<file path="config.mk">
export PLATFORM = sky130hd
export DESIGN_NAME = aimd_window_controller_core
export DESIGN_NICKNAME = d
export VERILOG_FILES = /design/src/hdl/aimd_pkg.sv /design/src/hdl/aimd_iter_unit.sv /design/src/hdl/aimd_window_controller_core.sv
export SDC_FILE = /design/constraint.sdc
export NUM_CORES = 1
export LEC_CHECK = 0
export BUFFER_PORTS_ARGS = -buffer_cell sky130_fd_sc_hd__clkbuf_2
export CORE_ASPECT_RATIO = 1.4
export CORE_MARGIN = 5
export CORE_UTILIZATION = 25
export CTS_CLUSTER_DIAMETER = 100
export CTS_CLUSTER_SIZE = 24
export DETAILED_ROUTE_END_ITERATION = 12
export PLACE_DENSITY = 0.5
export SLEW_MARGIN = 20
export SYNTH_ARGS = -nofsm -noshare
export SYNTH_HDL_FRONTEND = slang
export SYNTH_SLANG_ARGS = --single-unit
</file>
<file path="constraint.sdc">
create_clock -name clk -period 5.77 [get_ports clk]
set_input_delay 1.154 -clock clk [delete_from_list [all_inputs] [get_ports clk]]
set_output_delay 1.154 -clock clk [all_outputs]
set_load 0.005 [all_outputs]
</file>
<file path="src/hdl/aimd_pkg.sv">
// Shared types and constants for the AIMD congestion-window controller.
// Used by aimd_iter_unit and aimd_window_controller_core; depends on nothing.

package aimd_pkg;

    localparam int unsigned WIN_W   = 32;
    localparam int unsigned CNT_W   = 16;
    localparam int unsigned STEP_W  = 6;
    localparam int unsigned RES_W   = WIN_W + 1;

    localparam logic [1:0] FUNC_INTEREST = 2'd0;
    localparam logic [1:0] FUNC_DATA     = 2'd1;
    localparam logic [1:0] FUNC_TIMEOUT  = 2'd2;

    localparam logic [1:0] SEND_RETRY = 2'd0;
    localparam logic [1:0] SEND_FULL  = 2'd1;
    localparam logic [1:0] SEND_OK    = 2'd2;

    localparam logic [1:0] CFG_DECREASE = 2'd0;
    localparam logic [1:0] CFG_REACT    = 2'd1;
    localparam logic [1:0] CFG_INIT_WIN = 2'd2;

    localparam logic [WIN_W-1:0] WIN_MAX   = '1;
    localparam logic [CNT_W-1:0] COUNT_MAX = '1;
    localparam logic [RES_W-1:0] ONE_FIXED = RES_W'(65536);

    localparam logic [STEP_W-1:0] ADD_STEPS = STEP_W'(1);
    localparam logic [STEP_W-1:0] MUL_STEPS = STEP_W'(16);
    localparam logic [STEP_W-1:0] DIV_STEPS = STEP_W'(33);

    typedef enum logic [1:0] {
        OP_ADD,
        OP_MUL,
        OP_DIV
    } unit_op_t;

    typedef struct packed {
        logic     start;
        unit_op_t op;
    } unit_cmd_t;

    typedef struct packed {
        logic             busy;
        logic             done;
        logic [RES_W-1:0] result;
    } unit_status_t;

endpackage

</file>
<file path="src/hdl/aimd_iter_unit.sv">
// Iterative arithmetic unit: one shared 33-bit adder/subtractor that performs a
// single add, a 32x16 shift-add multiply or a 2^32 / divisor restoring division.
// Depends on aimd_pkg.

module aimd_iter_unit
    import aimd_pkg::*;
(
    input  logic               clk,
    input  logic               rst_n,
    input  unit_cmd_t          cmd,
    input  logic [WIN_W-1:0]   opa,
    input  logic [RES_W-1:0]   opb,
    output unit_status_t       status
);

    unit_op_t          op_reg;
    logic [WIN_W-1:0]  opa_reg;
    logic [RES_W-1:0]  opb_reg;
    logic [STEP_W-1:0] cnt_reg;
    logic              done_reg;
    logic [RES_W-1:0]  rem_reg;
    logic [RES_W-1:0]  quo_reg;

    logic [RES_W-1:0]  add_a;
    logic [RES_W-1:0]  add_b;
    logic              add_sub;
    logic [RES_W:0]    sum;
    logic [RES_W-1:0]  shifted;
    logic              ge;

    assign shifted = {rem_reg[WIN_W-1:0], quo_reg[RES_W-1]};

    always_comb
    begin
        add_a   = {1'b0, opa_reg};
        add_b   = opb_reg;
        add_sub = 1'b0;
        case (op_reg)
            OP_DIV:
            begin
                add_a   = shifted;
                add_b   = {1'b0, opa_reg};
                add_sub = 1'b1;
            end
            OP_MUL:
            begin
                add_a = {1'b0, rem_reg[WIN_W-1:0]};
                add_b = quo_reg[0] ? {1'b0, opa_reg} : '0;
            end
            default:
            begin
                add_a = {1'b0, opa_reg};
                add_b = opb_reg;
            end
        endcase
    end

    // With the subtract flag set, the carry out of the top bit means a >= b.
    assign sum = {1'b0, add_a} + {1'b0, add_sub ? ~add_b : add_b}
               + {{RES_W{1'b0}}, add_sub};
    assign ge  = sum[RES_W];

    always_ff @(posedge clk or negedge rst_n)
    begin
        if (!rst_n)
        begin
            op_reg   <= OP_ADD;
            cnt_reg  <= '0;
            done_reg <= 1'b0;
        end
        else
        begin
            done_reg <= (cnt_reg == ADD_STEPS);
            if (cmd.start)
            begin
                op_reg <= cmd.op;
                unique case (cmd.op)
                    OP_DIV:  cnt_reg <= DIV_STEPS;
                    OP_MUL:  cnt_reg <= MUL_STEPS;
                    default: cnt_reg <= ADD_STEPS;
                endcase
            end
            else if (cnt_reg != '0)
            begin
                cnt_reg <= cnt_reg - STEP_W'(1);
            end
        end
    end

    always_ff @(posedge clk)
    begin
        if (cmd.start)
        begin
            opa_reg <= opa;
            opb_reg <= opb;
            rem_reg <= '0;
            unique case (cmd.op)
                OP_DIV:  quo_reg <= {1'b1, {WIN_W{1'b0}}};
                OP_MUL:  quo_reg <= {{(RES_W-16){1'b0}}, opb[15:0]};
                default: quo_reg <= '0;
            endcase
        end
        else if (cnt_reg != '0)
        begin
            case (op_reg)
                OP_DIV:
                begin
                    rem_reg <= ge ? sum[RES_W-1:0] : shifted;
                    quo_reg <= {quo_reg[WIN_W-1:0], ge};
                end
                OP_MUL:
                begin
                    // Partial product moves right; its low bit drops into the multiplier slot.
                    rem_reg        <= {1'b0, sum[RES_W-1:1]};
                    quo_reg[15:0]  <= {sum[0], quo_reg[15:1]};
                end
                default:
                begin
                    rem_reg <= sum[RES_W-1:0];
                end
            endcase
        end
    end

    assign status.busy   = (cnt_reg != '0);
    assign status.done   = done_reg;
    assign status.result = (op_reg == OP_DIV) ? quo_reg : rem_reg;

endmodule

</file>
<file path="src/hdl/aimd_window_controller_core.sv">
// Top level of the AIMD congestion-window controller: event decode, window and
// threshold state, configuration registers and the registered result stage.
// Depends on aimd_pkg and aimd_iter_unit.
//
//  Channel | Signals                          | Contents (lowest bit first)
//  --------+----------------------------------+------------------------------------
//  input   | s_tvalid s_tready s_tdata s_tuser| tdata: func[1:0]; tuser: congestion_mark
//  output  | m_tvalid m_tready m_tdata        | send_state[1:0], window[33:2], in_flight[49:34]
//  config  | cfg_wr_en cfg_index cfg_wdata    | 0 decrease_factor, 1 react_to_marks, 2 initial_window
//
// An interest, ignored mark or unknown event goes straight to the result stage;
// slow-start growth takes one add; a decrease takes the 16-step shift-add multiply;
// growth in congestion avoidance takes the 33-step restoring division, then an add.
// The input is ready only while no event is in progress. A finished result waits in
// the output register, and the next event is taken while it waits.
// Reset is asynchronous and active low; it loads the default registers and state.

module aimd_window_controller_core
    import aimd_pkg::*;
(
    input  logic        clk,
    input  logic        rst_n,
    input  logic        s_tvalid,
    output logic        s_tready,
    input  logic [7:0]  s_tdata,    // func[1:0], zero fill above
    input  logic        s_tuser,    // congestion_mark
    output logic        m_tvalid,
    input  logic        m_tready,
    output logic [55:0] m_tdata,    // send_state[1:0], window[33:2], in_flight[49:34]
    input  logic        cfg_wr_en,
    input  logic [1:0]  cfg_index,
    input  logic [15:0] cfg_wdata
);

    typedef enum logic [2:0] {
        S_IDLE,
        S_WAIT_DIV,
        S_WAIT_ADD,
        S_WAIT_MUL,
        S_OUT
    } state_t;

    state_t            state_reg;
    logic [15:0]       beta_reg;
    logic              react_reg;
    logic [15:0]       init_win_reg;
    logic [WIN_W-1:0]  cwnd_reg;
    logic [WIN_W-1:0]  ssthr_reg;
    logic [CNT_W-1:0]  outst_reg;
    logic              m_tvalid_reg;
    logic [1:0]        send_state_reg;
    logic [WIN_W-1:0]  window_reg;
    logic [CNT_W-1:0]  in_flight_reg;

    unit_cmd_t         ucmd;
    unit_status_t      ustat;
    logic [RES_W-1:0]  opb;

    logic              accept;
    logic [1:0]        func;
    logic              mark;
    logic [WIN_W-1:0]  floor_w;
    logic [WIN_W-1:0]  mul_res;
    logic [1:0]        send_state;
    logic              out_free;

    assign s_tready = (state_reg == S_IDLE);
    assign accept   = s_tvalid && s_tready;
    assign func     = s_tdata[1:0];
    assign mark     = s_tuser;
    assign floor_w  = {init_win_reg, 16'h0000};
    assign mul_res  = ustat.result[WIN_W-1:0];
    assign out_free = !m_tvalid_reg || m_tready;

    // Commands to the shared unit; operands are latched by the unit on start.
    always_comb
    begin
        ucmd.start = 1'b0;
        ucmd.op    = OP_ADD;
        opb        = ONE_FIXED;
        unique case (state_reg)
            S_IDLE:
            begin
                if (accept)
                begin
                    if (func == FUNC_TIMEOUT || (func == FUNC_DATA && mark && react_reg))
                    begin
                        ucmd.start = 1'b1;
                        ucmd.op    = OP_MUL;
                        opb        = {{(RES_W-16){1'b0}}, beta_reg};
                    end
                    else if (func == FUNC_DATA && !mark)
                    begin
                        if (cwnd_reg < ssthr_reg)
                        begin
                            ucmd.start = 1'b1;
                            ucmd.op    = OP_ADD;
                        end
                        else if (cwnd_reg != '0)
                        begin
                            ucmd.start = 1'b1;
                            ucmd.op    = OP_DIV;
                        end
                    end
                end
            end
            S_WAIT_DIV:
            begin
                if (ustat.done)
                begin
                    ucmd.start = 1'b1;
                    ucmd.op    = OP_ADD;
                    opb        = ustat.result;
                end
            end
            default:
            begin
                ucmd.start = 1'b0;
            end
        endcase
    end

    aimd_iter_unit u_unit (
        .clk    (clk),
        .rst_n  (rst_n),
        .cmd    (ucmd),
        .opa    (cwnd_reg),
        .opb    (opb),
        .status (ustat)
    );

    always_comb
    begin
        if (cwnd_reg == '0)
            send_state = SEND_RETRY;
        else if ({outst_reg, 16'h0000} >= cwnd_reg)
            send_state = SEND_FULL;
        else
            send_state = SEND_OK;
    end

    always_ff @(posedge clk or negedge rst_n)
    begin
        if (!rst_n)
        begin
            state_reg    <= S_IDLE;
            beta_reg     <= 16'h8000;
            react_reg    <= 1'b1;
            init_win_reg <= 16'h0001;
            cwnd_reg     <= WIN_W'(65536);
            ssthr_reg    <= WIN_MAX;
            outst_reg    <= '0;
            m_tvalid_reg <= 1'b0;
        end
        else
        begin
            if (cfg_wr_en)
            begin
                case (cfg_index)
                    CFG_DECREASE: beta_reg <= cfg_wdata;
                    CFG_REACT:    react_reg <= cfg_wdata[0];
                    CFG_INIT_WIN:
                    begin
                        init_win_reg <= cfg_wdata;
                        cwnd_reg     <= {cfg_wdata, 16'h0000};
                    end
                    default: ;
                endcase
            end

            // A new result may replace the one leaving in the same cycle.
            if (state_reg == S_OUT && out_free)
                m_tvalid_reg <= 1'b1;
            else if (m_tvalid_reg && m_tready)
                m_tvalid_reg <= 1'b0;

            unique case (state_reg)
                S_IDLE:
                begin
                    if (accept)
                    begin
                        state_reg <= S_OUT;
                        if (func == FUNC_INTEREST)
                        begin
                            if (outst_reg != COUNT_MAX)
                                outst_reg <= outst_reg + CNT_W'(1);
                        end
                        else if (func == FUNC_DATA || func == FUNC_TIMEOUT)
                        begin
                            if (outst_reg != '0)
                                outst_reg <= outst_reg - CNT_W'(1);
                        end

                        if (func == FUNC_TIMEOUT || (func == FUNC_DATA && mark && react_reg))
                            state_reg <= S_WAIT_MUL;
                        else if (func == FUNC_DATA && !mark)
                        begin
                            if (cwnd_reg < ssthr_reg)
                                state_reg <= S_WAIT_ADD;
                            else if (cwnd_reg == '0)
                                cwnd_reg <= WIN_MAX;
                            else
                                state_reg <= S_WAIT_DIV;
                        end
                    end
                end
                S_WAIT_DIV:
                begin
                    if (ustat.done)
                        state_reg <= S_WAIT_ADD;
                end
                S_WAIT_ADD:
                begin
                    if (ustat.done)
                    begin
                        cwnd_reg  <= ustat.result[WIN_W] ? WIN_MAX : ustat.result[WIN_W-1:0];
                        state_reg <= S_OUT;
                    end
                end
                S_WAIT_MUL:
                begin
                    if (ustat.done)
                    begin
                        ssthr_reg <= mul_res;
                        cwnd_reg  <= (mul_res < floor_w) ? floor_w : mul_res;
                        state_reg <= S_OUT;
                    end
                end
                S_OUT:
                begin
                    if (out_free)
                        state_reg <= S_IDLE;
                end
                default:
                begin
                    state_reg <= S_IDLE;
                end
            endcase
        end
    end

    always_ff @(posedge clk)
    begin
        if (state_reg == S_OUT && out_free)
        begin
            send_state_reg <= send_state;
            window_reg     <= cwnd_reg;
            in_flight_reg  <= outst_reg;
        end
    end

    assign m_tvalid = m_tvalid_reg;
    assign m_tdata  = {6'b000000, in_flight_reg, window_reg, send_state_reg};

`ifndef SYNTH
    // The shared unit is never left running when a new event is taken.
    assert property (@(posedge clk) disable iff (!rst_n) s_tready |-> !ustat.busy)
        else $error("iterative unit busy while input is ready");

    // A decrease never leaves the window below the initial window.
    assert property (@(posedge clk) disable iff (!rst_n)
        (state_reg == S_WAIT_MUL && ustat.done) |=> (cwnd_reg >= floor_w))
        else $error("window below floor after decrease");

    // A result never reports the unused send code.
    assert property (@(posedge clk) disable iff (!rst_n)
        m_tvalid_reg |-> (send_state_reg == SEND_RETRY || send_state_reg == SEND_FULL
                          || send_state_reg == SEND_OK))
        else $error("invalid send_state in result");

    // The unit reports completion only in a state that waits for it.
    assert property (@(posedge clk) disable iff (!rst_n)
        ustat.done |-> (state_reg == S_WAIT_DIV || state_reg == S_WAIT_ADD
                        || state_reg == S_WAIT_MUL))
        else $error("unit completion outside a wait state");
`endif

endmodule
</file>
# --- Word-level counts from Yosys, hierarchy flattened ---
# Index checks and enable logic that the tools add are counted.
totals:
  word_cells: 136
  regBits: 307
  out_inout_bits: 58
  input_bits: 32
classes:
  n_reduce_logical: 33
  n_eq_ne: 19
  magnitude_cmp: 3
  bitwise: 1
  muxes: 56
  addsub: 5
ops:
  columns: ["op", "count"]
  rows:
  - ["32-bit 2-to-1 mux", 12]
  - ["33-bit case mux with 2 select lines", 5]
  - ["33-bit 2-to-1 mux", 6]
  - ["32-bit case mux with 3 select lines", 1]
  - ["32-bit < comparator", 2]
  - ["16-bit 2-to-1 mux", 4]
  - ["17-bit 2-to-1 mux", 3]
  - ["3-bit 2-to-1 mux", 14]
  - ["33-bit by 33-bit adder with 34-bit output", 1]
  - ["34-bit by 1-bit adder with 34-bit output", 1]
  - ["33-bit NOT", 1]
  - ["32-bit >= comparator", 1]
  - ["32-bit logical NOT", 1]
  - ["16-bit case mux with 2 select lines", 1]
  - ["32-bit nonzero test", 1]
  - ["16-bit by 1-bit adder with 16-bit output (second input constant)", 1]
  - ["16-bit != test (second input constant)", 1]
  - ["16-bit nonzero test", 1]
  - ["16-bit by 1-bit subtractor with 16-bit output (second input constant)", 1]
  - ["6-bit 2-to-1 mux", 2]
  - ["3-bit case mux with 4 select lines", 1]
  - ["6-bit case mux with 2 select lines", 1]
  - ["2-bit AND reduction", 6]
  - ["2-bit nonzero test", 5]
  - ["other kinds (23)", 44]

# --- Longest topological paths before layout ---
logic_depth:
  ltp_word: 10
  mapped_depth: 22
  mapped_depth_nobuf: 17

# --- Hierarchy ---
# From an unflattened synthesis, not the netlist that was laid out.
hier_totals:
  cells_unflattened: 1941
  area_unflattened_um2: 18950.7
by_module_without_submodules:
  columns: ["module", "cells_per_inst", "instances", "area_per_inst_um2", "seq_area_each_um2"]
  rows:
  - ["aimd_window_controller_core", 946, 1, 9651.8, 4474.3]
  - ["aimd_iter_unit", 995, 1, 9298.9, 3828.7]

# --- Least setup slack after synthesis ---
# Ideal clock, no wire load.
synth_path:
  kind: "input -> register"
  start: "input s_tvalid"
  end: "register u_unit.quo_reg[10], data pin"
  path_stages: 8
  path_buffers: 2
  arrival_time_ns: 4.567
  setup_ns: 0.368
  required_ns: 5.402
  slack_ns: 0.835
  cell_sequence: "nand3_1 -> or3_1 -> a211oi_1 -> nor3_2 -> inv_2 -> clkbuf_1 -> clkbuf_1 -> o22ai_1"
synth_between:
  elab_chain_cells: 6
  word_cells_on_any_way: 10
  classes_between: "2 x eq/ne; 7 x mux; 1 x reduce/logical"
synth_lines:
  columns: ["element", "line_no", "text"]
  rows:
  - ["start: declaration", "aimd_window_controller_core.sv:23", "input logic s_tvalid,"]
  - ["1-bit logical AND *", "aimd_window_controller_core.sv:68", "assign accept = s_tvalid && s_tready;"]
  - ["3-bit 2-to-1 mux", "aimd_window_controller_core.sv:84", "if (accept)"]
  - ["2-bit case mux with 2 select lines", "aimd_window_controller_core.sv:81", "unique case (state_reg)"]
  - ["2-bit by 1-bit == test with 1-bit output or 2-bit == test (tied branches)", "aimd_iter_unit.sv:97", "unique case (cmd.op)"]
  - ["33-bit case mux with 2 select lines", "aimd_iter_unit.sv:97", null]
  - ["33-bit 2-to-1 mux *", "aimd_iter_unit.sv:92", "if (cmd.start)"]
  - ["end signal: assignment", "aimd_iter_unit.sv:98", "OP_DIV: quo_reg <= {1'b1, {WIN_W{1'b0}}};"]
  - ["end signal: assignment", "aimd_iter_unit.sv:99", "OP_MUL: quo_reg <= {{(RES_W-16){1'b0}}, opb[15:0]};"]
  - ["end signal: assignment", "aimd_iter_unit.sv:109", "quo_reg <= {quo_reg[WIN_W-1:0], ge};"]
  - ["end: declaration", "aimd_iter_unit.sv:22", "logic [RES_W-1:0] quo_reg;"]
# Mark *: on every way between the ends. The rest lies on a longest branch, timed or not.
# A chain may end at the register's enable or synchronous reset.

# --- Final worst setup path ---
layout_path:
  start: "register u_unit.op_reg[1]"
  end: "register u_unit.rem_reg[32]"
layout_between:
  elab_chain_cells: 8
  word_cells_on_any_way: 11
  classes_between: "2 x add/sub; 2 x eq/ne; 6 x mux; 1 x bitwise"
layout_lines:
  columns: ["element", "line_no", "text"]
  rows:
  - ["start: declaration", "aimd_iter_unit.sv:16", "unit_op_t op_reg;"]
  - ["start signal: assignment", "aimd_iter_unit.sv:76", "op_reg <= cmd.op;"]
  - ["2-bit by 1-bit == test with 1-bit output or 2-bit == test (tied branches)", "aimd_iter_unit.sv:38, aimd_iter_unit.sv:105", null]
  - ["33-bit case mux with 2 select lines", "aimd_iter_unit.sv:38", "case (op_reg)"]
  - ["33-bit NOT", "aimd_iter_unit.sv:59", "assign sum = {1'b0, add_a} + {1'b0, add_sub ? ~add_b : add_b}"]
  - ["33-bit 2-to-1 mux", "aimd_iter_unit.sv:59", null]
  - ["33-bit by 33-bit adder with 34-bit output", "aimd_iter_unit.sv:59", null]
  - ["34-bit by 1-bit adder with 34-bit output", "aimd_iter_unit.sv:60", "+ {{RES_W{1'b0}}, add_sub};"]
  - ["33-bit 2-to-1 mux", "aimd_iter_unit.sv:108", "rem_reg <= ge ? sum[RES_W-1:0] : shifted;"]
  - ["33-bit case mux with 2 select lines *", "aimd_iter_unit.sv:105", "case (op_reg)"]
  - ["end signal: assignment", "aimd_iter_unit.sv:108", null]
  - ["end signal: assignment", "aimd_iter_unit.sv:114", "rem_reg <= {1'b0, sum[RES_W-1:1]};"]
  - ["end signal: assignment", "aimd_iter_unit.sv:119", "rem_reg <= sum[RES_W-1:0];"]
  - ["end: declaration", "aimd_iter_unit.sv:21", "logic [RES_W-1:0] rem_reg;"]
# Marked as above.

==> PnR_summary.wiki <==
{| class="wikitable"
! Metric !! Value
|-
| Final antenna-violating net count || 0
|-
| Postcts setup bufs || 0
|-
| Maximum fanout count along the critical path || 60
|-
| Max-Slew Margin vs Limit || 39.5%
|-
| Final-report max-slew violation count || 0
|-
| Biggest area contributors in the synthesized netlist || edfxtp_1 (24%), dfrtp_1 (12%), ha_1 (7.7%), dfstp_2 (5.1%), a21oi_1 (4.1%)
|-
| Top cell type by total area after synthesis || edfxtp_1
|-
| Proportion of register bits with asynchronous set or reset after synthesis || 41.0%
|-
| Destination of the worst register-to-register timing path || u_unit.rem_reg[32]
|-
| Kind of launch point of the worst setup path || flip-flop
|-
| Layout fillers || about 7800
|-
| XOR/XNOR Fraction of Synth Area || 3.39%
|-
| Placer's final routability congestion estimate || 0.902
|-
| DRC violation count after routing || 0
|-
| Post-DP HPWL || 45100 um
|-
| Seq/Total Area, Yosys || 44.6%
|-
| Run status || finished, final reports clean
|-
| Post-layout net count || about 2100
|-
| Worst Setup End Kind || flip-flop
|-
| Routed WL || 59600 um
|-
| Number of synthesized register bits || around 300
|-
| Worst-path cell chain || inv_1, ha_2, buf_4, o211ai_1, a41oi_2, nand2_1, fa_1, nand2b_1, a21o_1, a211oi_1, nor3_1, o21ai_1, a2111oi_0, or4_1, a32o_1
|-
| Least-Margin Pin Slew || slightly above 900 ps
|-
| Die span in y || 333 um
|-
| Final core occ || between 20% and 30%
|-
| Routed vias || 15300
|-
| Critical path required time || 6200 ps
|-
| Count of TritonRoute iterations in the first routing pass || 7
|-
| Reg2reg start || u_unit.op_reg[1]
|-
| Endpoint of the worst hold-timing path || ssthr_reg[8]
|-
| Post-synthesis instance total || between 1500 and 2000
|-
| Number of levels the H-tree was split into || 1
|-
| Cell depth of the worst flop-to-flop path || 15
|-
| Top Ports || 90
|-
| Total Die Area || 80000 sq um
|-
| Clock Sink Count || 307
|-
| Synth Area in Compound Gates || between 20% and 30%
|-
| Core footprint || 73800 sq um
|-
| Clock latency of the later-clocked register in the worst-skew pair || 540 ps
|-
| Peak per-stage delay on the critical path || 630 ps
|-
| Hold Vio Cnt, Final || 0
|-
| Master of the slowest instance on the critical path || buf_4
|-
| Type of the tightest min-delay check || reg -> reg
|-
| Basic-gate share of the synthesized area counting and, or, nand and nor cells || a little over an eighth
|-
| Clock skew || 32.1 ps
|-
| Maximum number of pins on one net before global-route repair || 81
|-
| Multi-input gate area in the final layout || approximately 9400 sq um
|-
| Count of antenna diodes in the layout || 0
|-
| Synth warn || 0
|-
| Count of distinct cell types in the synthesized netlist || 81
|-
| Mux cell area share after synthesis || between 4 and 5%
|-
| Register-to-register setup slack || roughly 750 ps
|-
| Arrival time of data at the critical path endpoint || 5450 ps
|-
| Number of global-route vias before repair || 15500
|-
| CTS root buf || clkbuf_16
|-
| Quantity of gates resized following cts || 0
|-
| X dimension of the die || between 200 and 250 um
|-
| TritonCTS clock tree || done
|-
| Post-route setup TNS || 0 ps
|-
| Dominant synthesized flop cell || edfxtp_1
|-
| Setup repair after global routing missed its margin || no
|-
| Number of DRC markers after the initial detailed-route iteration || 910
|-
| Clock transition at the registers of the reported paths || 120 ps
|-
| Remaining global-route overflow || 0
|-
| Number of maximum-capacitance violations || 0
|-
| Critical hold path startpoint || ssthr_reg[8]
|-
| Number of buffers inserted during clock tree synthesis || 16
|-
| Detail-routed net length per standard cell || 20.2 um
|-
| Initial core utilization || 25.2%
|-
| Setup violations, final || 0
|-
| Number of cells on the worst hold path || 2
|-
| Hold-fix buffers, CTS || 0
|-
| Post-synthesis cell area || 18600 sq um
|-
| Combinational family with the most area after synthesis || compound AO/OA/AOI/OAI gates
|-
| Antenna violations before repair || 0
|-
| Peak clock frequency supported by timing || about 200 MHz
|-
| Final Cycle Share || approximately 87%
|-
| Register area || around 8300 sq um
|-
| GR Util All Layers || 14.4%
|-
| Share of the synthesized area in the top cell type || a little under a quarter
|-
| Number of placement rows || about 120
|-
| Growth of design area from synthesis to finish || 10.5%
|-
| Number of synthesized flops with an enable pin || approximately 150
|-
| Adder and majority cell fraction of the synthesized area || 7.95%
|-
| Port-buffer cells || between 70 and 80
|-
| Wire length of the first global-routing pass || 91900 um
|-
| Routed vias/inst || 5.20
|-
| Avg Cell Area, Syn || 9.50 sq um
|-
| Final critical delay including setup and external delays || 5020 ps
|-
| Fraction of final layout cells sized beyond drive strength 1 || 11.2%
|-
| Kind of critical path || reg -> reg
|-
| Maximum root-to-sink buffer count || 3
|}
[how the worst max path moves through the flow]
| stage | startpoint | endpoint | slack, ps |
|---|---|---|---|
| 2_1_floorplan | s_tvalid | u_unit.quo_reg[10] | 840 |
| 3_3_place_gp | u_unit.op_reg[0] | u_unit.rem_reg[17] | 870 |
| 3_5_place_dp | u_unit.op_reg[0] | u_unit.rem_reg[21] | 750 |
| 4_1_cts | u_unit.op_reg[0] | u_unit.rem_reg[17] | 740 |
| 5_1_grt | u_unit.op_reg[0] | u_unit.rem_reg[28] | 350 |
| 6_report | u_unit.op_reg[1] | u_unit.rem_reg[32] | 750 |
[cell usage in the layout, fill, tap and decap left out, types with 37 or more instances in the layout]
master and count:
nand2_1 182, a21oi_1 150, edfxtp_1 148, nor2_1 127
inv_1 122, o21ai_0 116, ha_1 113, dfrtp_1 90
clkbuf_2 76, a22oi_1 75, xnor2_1 54, nand3_1 41
o22ai_1 38, buf_4 37
[cell families after synthesis]
family / after synthesis
xor gates and xnor gates: 72
other: 1
DFF: 307
muxes: 71
and+or+nand+nor: 518
adders and majority gates: 117
buffers and inverters: 246
AOI/OAI and AO/OA: 625
[per-layer routing]
metal | vias to the layer above | wire length, um | global-route usage, %
met5 | - | 0 | 0
met4 | 0 | 3850 | 8.22
met3 | 141 | 1860 | 0.779
met2 | 424 | 30500 | 25.7
met1 | 7554 | 23400 | 16.9
li1 | 7203 | - | -
[per-stage QoR]
stage	setup slack (ps)	std cells	hold WS [ps]	cell area, sq um
floorplan	835	1962	442	18600
global placement	866	2916	469	20100
detailed placement	753	2916	475	20100
CTS	739	2944	489	20500
global route	353	2944	499	20500
finish	749	2944	485	20500
[Yosys cell counts (26+ instances only)]
cell type / count
xnor2_1: 54
nor2_1: 131
a21o_1: 32
ha_1: 115
inv_1: 122
and2_1: 26
mux2_2: 33
a211oi_1: 27
mux2i_1: 36
a22oi_1: 75
clkbuf_1: 93
o22ai_1: 38
dfrtp_1: 90
a21oi_1: 151
dfstp_2: 36
edfxtp_1: 148
nand3_1: 42
dfxtp_1: 33
o21ai_1: 36
o21ai_0: 116
nand2_1: 182
[layout make-up]
type | count | share of cell area [%]
Multi-Input combinational cell | 1409 | 45.8
Sequential cell | 307 | 40.4
Tap cell | 960 | 5.85
Timing Repair Buffer | 114 | 3.30
Inverter | 126 | 2.31
Clock buffer | 27 | 2.25
Clock inverter | 1 | 0.0365
[worst max-delay path, delay by kind of cell, from the launching register on]
| kind | cells | cell delay (ps) |
|---|---|---|
| compound gates | 7 | 2040 |
| simple gates | 4 | 1110 |
| buf+inv | 2 | 730 |
| fa+ha+maj | 2 | 590 |
| flops | 1 | 420 |
Power is not shown: default switching activity piles up to over one toggle a cycle in this logic, so the estimate is an artifact.
